$ cat config.mk
export PLATFORM = sky130hd
export DESIGN_NAME = lpht_ctrl
export DESIGN_NICKNAME = d
export VERILOG_FILES = /design/src/design/lpht_pkg.sv /design/src/design/lpht_ctrl.sv
export SDC_FILE = /design/constraint.sdc
export NUM_CORES = 1
export LEC_CHECK = 0
export ABC_AREA = 1
export CAP_MARGIN = 20
export CORE_AREA = 2 2 39 41
export CTS_BUF_LIST = sky130_fd_sc_hd__clkbuf_8
export DETAILED_ROUTE_END_ITERATION = 16
export DIE_AREA = 0 0 41 43
export DONT_BUFFER_PORTS = 1
export HOLD_SLACK_MARGIN = 0.02
export PLACE_DENSITY = 0.36
export SETUP_SLACK_MARGIN = 0.3
export SLEW_MARGIN = 20
export SYNTH_ARGS = -nofsm -noshare
export SYNTH_HDL_FRONTEND = slang
export SYNTH_SLANG_ARGS = --single-unit
$ cat constraint.sdc
create_clock -name aclk -period 3.15 [get_ports aclk]
set_input_delay 0.1575 -clock aclk [delete_from_list [all_inputs] [get_ports aclk]]
set_output_delay 0.1575 -clock aclk [all_outputs]
set_load 0.02 [all_outputs]
$ cat src/design/lpht_pkg.sv
// shared types and constants for the linear probing hash table
package lpht_pkg;

    localparam int REQ_W  = 2;
    localparam int KEY_W  = 44;
    localparam int REC_W  = 32;
    localparam int STAT_W = 3;
    localparam int SLOT_W = 8;
    localparam int COLL_W = 16;
    localparam int CFG_W  = 9;

    localparam logic [CFG_W-1:0]  CFG_SIZE_RESET = 9'd256;
    localparam logic [COLL_W-1:0] COLL_MAX       = 16'hFFFF;

    localparam logic [REQ_W-1:0] REQ_INSERT = 2'd0;
    localparam logic [REQ_W-1:0] REQ_FIND   = 2'd1;
    localparam logic [REQ_W-1:0] REQ_DELETE = 2'd2;

    localparam logic [STAT_W-1:0] STAT_INSERTED  = 3'd0;
    localparam logic [STAT_W-1:0] STAT_FULL      = 3'd1;
    localparam logic [STAT_W-1:0] STAT_FOUND     = 3'd2;
    localparam logic [STAT_W-1:0] STAT_NOT_FOUND = 3'd3;
    localparam logic [STAT_W-1:0] STAT_DELETED   = 3'd4;
    localparam logic [STAT_W-1:0] STAT_DEL_MISS  = 3'd5;

    typedef struct packed {
        logic clear_step;
        logic accept;
        logic sum_step;
        logic mod_step;
        logic probe;
        logic finish;
    } lpht_cmd_t;

    typedef struct packed {
        logic clear_last;
        logic sum_last;
        logic mod_last;
        logic hit;
        logic miss;
        logic out_free;
    } lpht_sts_t;

endpackage

$ cat src/design/lpht_ctrl.sv
// request sequencer for the hash table: clear, hash, modulo, probe, finish
module lpht_ctrl (
    input  logic               aclk,
    input  logic               aresetn,
    input  logic               s_tvalid,
    output logic               in_ready,
    input  lpht_pkg::lpht_sts_t sts,
    output lpht_pkg::lpht_cmd_t cmd
);
    import lpht_pkg::*;

    localparam logic [2:0] ST_CLEAR  = 3'd0;
    localparam logic [2:0] ST_IDLE   = 3'd1;
    localparam logic [2:0] ST_SUM    = 3'd2;
    localparam logic [2:0] ST_MOD    = 3'd3;
    localparam logic [2:0] ST_PROBE  = 3'd4;
    localparam logic [2:0] ST_FINISH = 3'd5;

    logic [2:0] state_reg;
    logic [2:0] state_next;

    always_ff @(posedge aclk) begin
        if (!aresetn) begin
            state_reg <= ST_CLEAR;
        end else begin
            state_reg <= state_next;
        end
    end

    always_comb begin
        cmd        = '0;
        state_next = state_reg;
        in_ready   = (state_reg == ST_IDLE);
        unique case (state_reg)
            ST_CLEAR: begin
                cmd.clear_step = 1'b1;
                if (sts.clear_last) begin
                    state_next = ST_IDLE;
                end
            end
            ST_IDLE: begin
                if (s_tvalid) begin
                    cmd.accept = 1'b1;
                    state_next = ST_SUM;
                end
            end
            ST_SUM: begin
                cmd.sum_step = 1'b1;
                if (sts.sum_last) begin
                    state_next = ST_MOD;
                end
            end
            ST_MOD: begin
                cmd.mod_step = 1'b1;
                if (sts.mod_last) begin
                    state_next = ST_PROBE;
                end
            end
            ST_PROBE: begin
                cmd.probe = 1'b1;
                if (sts.hit || sts.miss) begin
                    state_next = ST_FINISH;
                end
            end
            ST_FINISH: begin
                // result register must be empty or draining this cycle
                if (sts.out_free) begin
                    cmd.finish = 1'b1;
                    state_next = ST_IDLE;
                end
            end
            default: begin
                state_next = ST_IDLE;
            end
        endcase
    end

endmodule

==> results of run 1 <==
cell families (layout without fill, tap and decap cells):
kind of cell,count (synthesis),after routing,share of synthesized area
simple gates,33,33,0.544
buf+inv,13,16,0.177
compound gates,4,4,0.0759
flops,3,3,0.203
worst max-delay path, cell delays in order, from the launching register on:
cell     delay, ns
dfxtp_1       0.43
inv_1         0.08
nor2_2        0.12
nand2_2       0.11
nor2_1        0.33
cell usage after synthesis (all sizes together):
| cell type | instances | area share |
|---|---|---|
| a21oi | 2 | 0.034 |
| buf | 1 | 0.025 |
| clkinv | 2 | 0.025 |
| dfxtp | 3 | 0.20 |
| inv | 10 | 0.13 |
| nand2 | 9 | 0.12 |
| nand3 | 6 | 0.10 |
| nand4 | 1 | 0.021 |
| nor2 | 17 | 0.30 |
| o211ai | 1 | 0.025 |
| o21ai | 1 | 0.017 |
worst max path at each step:
stage            startpoint            to  slack [ns]  depth (start not counted)
2_1_floorplan  state_reg[0]  state_reg[0]        1.95                          7
5_1_grt        state_reg[0]        cmd[4]        1.65                          4
3_3_place_gp   state_reg[0]  state_reg[2]        1.79                          7
3_5_place_dp   state_reg[2]  state_reg[2]        1.78                          6
4_1_cts        state_reg[0]        cmd[4]        1.71                          4
6_report       state_reg[0]        cmd[4]        1.72                          4
area by class of cell:
| type | count | area, µm² | share of cell area |
|---|---|---|---|
| clock buffer | 3 | 41.3 | 0.117 |
| inverter | 12 | 45.0 | 0.127 |
| tap | 16 | 20.0 | 0.0565 |
| clock inverter | 1 | 3.75 | 0.0106 |
| sequential | 3 | 60.1 | 0.170 |
| multi-input combinational | 37 | 184 | 0.519 |
layer usage:
layer  up-vias  GRT usage  part of all wire  wire [µm]
li1        164          -                 -          -
met1       135     0.0932              0.48        316
met2         8      0.109              0.48        316
met3         0     0.0314             0.042         28
met4         0     0.0800                 0          0
met5         -          0                 0          0
report_power, final:
part           internal [mW]  total, mW  switching [mW]
Clock                 0.0827      0.105          0.0222
Combinational         0.0533      0.195           0.141
Sequential            0.0538     0.0763          0.0225
Total                  0.190      0.376           0.186
metrics by stage:
step                      setup slack, ns   util  cell area (µm²)  total power [mW]
after floorplan                      1.95      -              297             0.248
after CTS                            1.71  0.256              354             0.380
final                                1.72  0.256              354             0.376
after global routing                 1.65  0.256              354             0.409
after detailed placement             1.78  0.223              309             0.271
after global placement               1.79  0.223              309             0.275
==> out/summary.txt, run 1 <==
Filler Cells Inserted - 168
Hold Buf Count CTS - 0
clock sinks - 3
Final period util - 0.454
Max Root-Sink Buffers - 2
CTS Buf Count - 3
DR vias/cell - 4.26
HP Class - in2reg
Die W - 41 µm
Detail Route Antenna Nets - 0
R2R Setup Slk - 1.78 ns
most frequent cells in the layout - 11 x inv_1, 11 x nor2_1, 8 x nand2_1, 6 x nand3_1, 4 x nor2_2
post-synthesis sequential area ratio - 0.203
# diodes - 0
Fin Setup TNS - 0 ns
DR WL/cell - 9.18 µm
Starting Density - 0.214
GRT Total Usage - 0.0823
r2r endpoint - state_reg[2]
Min Hold Slack - 0.0689 ns
worst skew pair latency - 0.21 ns
Register-to-Register Path Depth - 6
number of setup buffers added after CTS - 0
post-synthesis average cell area - 5.59 µm²
CTS tree - done
synthesized cell area - 297 µm²
non-filler instance count after layout - 72
Worst setup EP type - output pin
P_leak - 0.190 nW
routability cong. - 0.699
1st-iter DRT viols - 7
hold endpoint - state_reg[0]
Clock transition at path regs - 0.03 ns
PwrDens - 1060 nW/µm²
Die ar. - 1760 µm²
vias - 307
Post-CTS Resized - 0
drt pass-1 iters - 2
Max Freq - 699 MHz
Worst Min Path Start - aresetn
area grow syn2layout - 19.4%
count of cell types in the netlist - 14
hpwl dp - 548 µm
kind of critical path - reg2out
flops & latches, synth - 3
# DRC - 0
status - finished, final reports clean
yosys warns - 0
FF-to-FF Start - state_reg[2]
Syn Inst Count - 53
Die Span Y - 43 µm
antenna violations before repair - 0
CORE AREA - 1380 µm²
Core Rows - 14
H-tree Lvls - 1
Worst Path Required - 2.99 ns
CP Max Fanout - 7
final setup vio count - 0
Port Buf Inserts - 0
RSZ-0062 raised after global routing - no
Slew @ Worst Pin - 0.427 ns
grt total ovfl - 0
root buf cell - clkbuf_8
dpl cells - 68
Worst Path Arrival - 1.27 ns
WHS Path Cells - 2
IO Count - 16
Syn Nets - 62
Worst setup SP type - flip-flop
max_slew headroom - 0.714
peak supply drop - 0.000292 V
first-pass GRT wire length - 945 µm
clock skew - 0.00118 ns
Final Hold Viols - 0
vias in the first global route - 257
share of cells above drive strength 1 - 0.179
max_cap viols - 0
Tmin final - 1.43 ns
max reg flops - 3
Final #Nets - 66
pin count of the biggest net entering global routing - 9
final wirelength - 661 µm
Final Max Tran Viols - 0
No activity file was read; power rests on OpenSTA's default activity.
==> run 2: changes to the inputs <==
--- a/config.mk
+++ b/config.mk
@@ -13,7 +13,7 @@
 export DIE_AREA = 0 0 41 43
 export DONT_BUFFER_PORTS = 1
 export HOLD_SLACK_MARGIN = 0.02
-export PLACE_DENSITY = 0.36
+export PLACE_DENSITY = 0.37
 export SETUP_SLACK_MARGIN = 0.3
 export SLEW_MARGIN = 20
 export SYNTH_ARGS = -nofsm -noshare
==> constraint.sdc (replaced) <==
create_clock -name aclk -period 1.2 [get_ports aclk]
set_input_delay 0.06 -clock aclk [delete_from_list [all_inputs] [get_ports aclk]]
set_output_delay 0.06 -clock aclk [all_outputs]
set_load 0.02 [all_outputs]
==> run 2 against run 1 <==
Net effect: register-to-register slack worse by 1.7 ns; hold slack better by 0.081 ns; sequential power rose to 3.2 times the previous value; core utilization up 16 points; die area unchanged; clock-buffer cell count unchanged; flip-flop and latch count unchanged.
==> out/summary.txt, run 2 (synthesis gave the netlist of run 1 again) <==
Total Power - 1.49 mW
max reg flops - 3
H-tree Lvls - 1
drt pass-1 iters - 1
DR WL/cell - 9.22 µm
Max Freq - 857 MHz
grt total ovfl - 0
RSZ-0062 raised after global routing - yes
met2 Use GR - 0.156
status - finished, final reports clean
design area - 578 µm²
CORE AREA - 1380 µm²
IO Count - 16
Filler Cells Inserted - 152
Die W - 41 µm
Crit-path slowest cell - dfxtp_4
# DRC - 0
root buf cell - clkbuf_8
Detail Route Antenna Nets - 0
hpwl dp - 601 µm
met1 Track Usage GR - 0.141
Final period util - 0.972
Final #Nets - 81
Worst Path Arrival - 1.27 ns
share of cells above drive strength 1 - 0.634
pin count of the biggest net entering global routing - 8
final wirelength - 802 µm
max_cap viols - 0
Tmin final - 1.17 ns
worst skew pair latency - 0.21 ns
antenna violations before repair - 0
most frequent cells in the layout - 10 x buf_4, 8 x nor2_4, 6 x nor2_1, 6 x inv_1
Max Root-Sink Buffers - 2
PwrDens - 2580 nW/µm²
crit path cell chain - buf_6, nand2_4, nor2_4, nand2_2, nand2_2, nor2_4, nand3_1, nand2_1, nor2_1
clock skew - 0.00119 ns
GR Util met3 - 0.0262
kind of critical path - reg2reg
Port Buf Inserts - 0
CTS Buf Count - 3
Final Hold Viols - 0
HP Class - in2reg
CP Max Fanout - 6
Worst Path Required - 1.31 ns
CP peak stage delay - 0.36 ns
Starting Density - 0.214
1st-iter DRT viols - 0
Core Rows - 14
Slew @ Worst Pin - 0.240 ns
final setup vio count - 0
vias - 369
most common cell after layout, fill and taps aside - buf_4
GRT Total Usage - 0.111
Fin Setup TNS - 0 ns
CTS tree - done
DR vias/cell - 4.24
Most Crowded Layer GR - met2
Clock transition at path regs - 0.03 ns
max_slew headroom - 0.840
Worst setup EP type - flip-flop
clock sinks - 3
Final Max Tran Viols - 0
P_leak - 0.282 nW
Worst setup SP type - flip-flop
Placed Area - 405 µm²
routability cong. - 0.683
vias in the first global route - 338
first-pass GRT wire length - 1300 µm
final core occ - 0.418
area grow syn2layout - 94.9%
Die Span Y - 43 µm
# diodes - 0
peak supply drop - 0.00106 V
Die ar. - 1760 µm²
Min Hold Slack - 0.150 ns
[run 2: cell type report]
| cell class | count | area, µm² | area share |
|---|---|---|---|
| clock buffers | 3 | 41.3 | 0.0714 |
| clock inverters | 1 | 3.75 | 0.00649 |
| inverters | 12 | 50.0 | 0.0866 |
| multi-input cells | 37 | 264 | 0.457 |
| flip-flops and latches | 3 | 68.8 | 0.119 |
| well taps | 16 | 20.0 | 0.0346 |
| repair buffers | 15 | 130 | 0.225 |
[run 2: timing repair]
item                                    CTS  global route
endpoints found under the setup margin   10            10
gates resized for setup                  19             8
pin swaps                                 6             9
hold buffers                              1             0
endpoints found under the hold margin     3             0
buffers inserted                          3             2
gates cloned                              0             0
[run 2: path summary, 6_finish.rpt]
| check | start | endpoint | slack [ns] | depth (start not counted) |
|---|---|---|---|---|
| worst max-delay path | state_reg[0] | state_reg[2] | 0.03 | 9 |
| worst min-delay path | s_tvalid | state_reg[1] | 0.15 | 4 |
| worst max register to register | state_reg[0] | state_reg[2] | 0.03 | 9 |
| worst min register to register | state_reg[2] | state_reg[2] | 0.56 | 2 |
[run 2: per-stage QoR]
| step | setup slack (ns) | cells |
|---|---|---|
| 6_report | 0.0337 | 87 |
| 3_3_place_gp | -0.111 | 77 |
| 2_1_floorplan | 0.120 | 53 |
| 5_1_grt | -0.0579 | 87 |
| 3_5_place_dp | -0.0901 | 77 |
| 4_1_cts | 0.0120 | 85 |
[run 2: layer usage]
layer,vias up,wire length (µm)
met5,-,0
met3,0,32
met2,8,431
met1,166,337
met4,0,0
li1,195,-
[run 2: power by group]
| part | switching, mW | internal [mW] | total [mW] |
|---|---|---|---|
| logic | 0.540 | 0.432 | 0.972 |
| registers | 0.0825 | 0.160 | 0.242 |
| clock network | 0.0629 | 0.217 | 0.280 |
[run 2: critical path: cells and delay by family (launching register included)]
kind	cells	cell delay [ns]
buffers and inverters	1	0.12
flip-flops	1	0.36
AND/OR/NAND/NOR	8	0.57
==> run 3: changes to the inputs <==
--- a/config.mk
+++ b/config.mk
@@ -9,11 +9,13 @@
 export CAP_MARGIN = 20
 export CORE_AREA = 2 2 39 41
 export CTS_BUF_LIST = sky130_fd_sc_hd__clkbuf_8
+export CTS_CLUSTER_DIAMETER = 80
 export DETAILED_ROUTE_END_ITERATION = 16
 export DIE_AREA = 0 0 41 43
 export DONT_BUFFER_PORTS = 1
 export HOLD_SLACK_MARGIN = 0.02
-export PLACE_DENSITY = 0.37
+export PLACE_DENSITY_LB_ADDON = 0.2
+export RECOVER_POWER = 25
 export SETUP_SLACK_MARGIN = 0.3
 export SLEW_MARGIN = 20
 export SYNTH_ARGS = -nofsm -noshare
==> run 3 against run 2 <==
Net effect: non-clock buffer count decreased by 1; hold slack got worse by 0.011 ns; setup slack worse by 0.019 ns; wire length is 6.5% lower; clock power increased by 1%; core utilization decreased by 0.090 points; largest cell class unchanged; final cell count shrank 1.1%; maximum frequency shrank 1.6%; critical path depth fell by 1; final area shrank 0.22%.
==> out/summary.txt, run 3 (synthesis gave the netlist of run 1 again) <==
status - finished, final reports clean
Die ar. - 1760 µm²
Max Freq - 844 MHz
Filler Cells Inserted - 145
final core occ - 0.417
design area - 577 µm²
Final #Nets - 80
storage element area - 66.3 µm²
final wirelength - 750 µm
Final Max Tran Viols - 0
IO Count - 16
Starting Density - 0.214
CP Max Fanout - 8
# DRC - 0
Port Buf Inserts - 0
CTS Buf Count - 3
final setup vio count - 0
RSZ-0062 raised after global routing - yes
first-pass GRT wire length - 1350 µm
Worst setup SP type - flip-flop
PwrDens - 2610 nW/µm²
most common cell after layout, fill and taps aside - nor2_4
Total Power - 1.50 mW
max_cap viols - 0
Detail Route Antenna Nets - 0
max_slew headroom - 0.894
Worst Path Arrival - 1.29 ns
grt total ovfl - 0
Max Root-Sink Buffers - 2
root buf cell - clkbuf_8
area grow syn2layout - 94.5%
HP Class - in2reg
antenna violations before repair - 0
Final Hold Viols - 0
routability cong. - 0.730
area occupied by multi-input gates - 258 µm²
Worst setup EP type - flip-flop
H-tree Lvls - 1
GRT Total Usage - 0.111
dpl cells - 77
Placed Area - 418 µm²
worst skew pair latency - 0.22 ns
Min Hold Slack - 0.140 ns
Worst Path Required - 1.30 ns
clock skew - 0.00310 ns
# diodes - 0
CORE AREA - 1380 µm²
kind of critical path - reg2reg
vias in the first global route - 341
Final period util - 0.988
DR vias/cell - 4.23
Clock transition at path regs - 0.03 ns
most frequent cells in the layout - 9 x nor2_4, 8 x buf_4, 7 x nor2_1, 6 x inv_1
Die W - 41 µm
share of cells above drive strength 1 - 0.600
pin count of the biggest net entering global routing - 9
hpwl dp - 575 µm
max reg flops - 3
vias - 364
Slew @ Worst Pin - 0.159 ns
P_leak - 0.272 nW
CTS tree - done
peak supply drop - 0.000841 V
Die Span Y - 43 µm
DR WL/cell - 8.72 µm
Core Rows - 14
1st-iter DRT viols - 5
drt pass-1 iters - 2
Tmin final - 1.19 ns
non-filler instance count after layout - 86
clock sinks - 3
-- run 3: stage by stage --
step	setup slack, ns	TNS [ns]
after global routing	-0.0532	-0.151
after global placement	0.0530	0
after CTS	0.0121	0
after detailed placement	0.0436	0
after floorplan	0.120	0
final	0.0145	0
-- run 3: metal layers --
metal,vias up,part of all wire,wire length [µm],track usage
met5,-,0,0,0
met4,0,0,0,0.0600
met3,0,0.040,30,0.0314
met2,7,0.52,391,0.153
met1,160,0.44,329,0.150
li1,197,-,-,-
-- run 3: worst paths after layout --
check,slack [ns],cells after the start,end,from
max,0.01,8,state_reg[0],state_reg[2]
min,0.14,4,state_reg[1],s_tvalid
min reg2reg,0.55,2,state_reg[0],state_reg[0]
max reg2reg,0.01,8,state_reg[0],state_reg[2]
-- run 3: final cells by class --
class | count | share of cell area
well taps | 16 | 0.0347
clock inverters | 1 | 0.00651
clock buffers | 3 | 0.0716
flip-flops and latches | 3 | 0.115
repair buffers | 14 | 0.234
multi-input cells | 37 | 0.447
inverters | 12 | 0.0911
-- run 3: repair_timing --
item                                    CTS  global route
hold buffers                              1             0
pin swaps                                 7             5
buffers inserted                          3             1
endpoints found under the setup margin   10            10
resized for setup                        16             9
endpoints found under the hold margin     3             0
-- run 3: where the power goes --
part / leakage (nW) / internal, mW / switching, mW
sequential: 0.0261 / 0.156 / 0.0583
clock: 0.0269 / 0.218 / 0.0661
combinational: 0.219 / 0.457 / 0.549
total: 0.272 / 0.831 / 0.674
-- run 3: critical path, cell delays in order (launching register included) --
cell and delay, ns:
dfxtp_2 0.31, buf_12 0.14, nor2_4 0.10, nand2_4 0.07, buf_4 0.14, nor2_4 0.09, nor2_4 0.05, a21oi_1 0.12
nor2_1 0.05
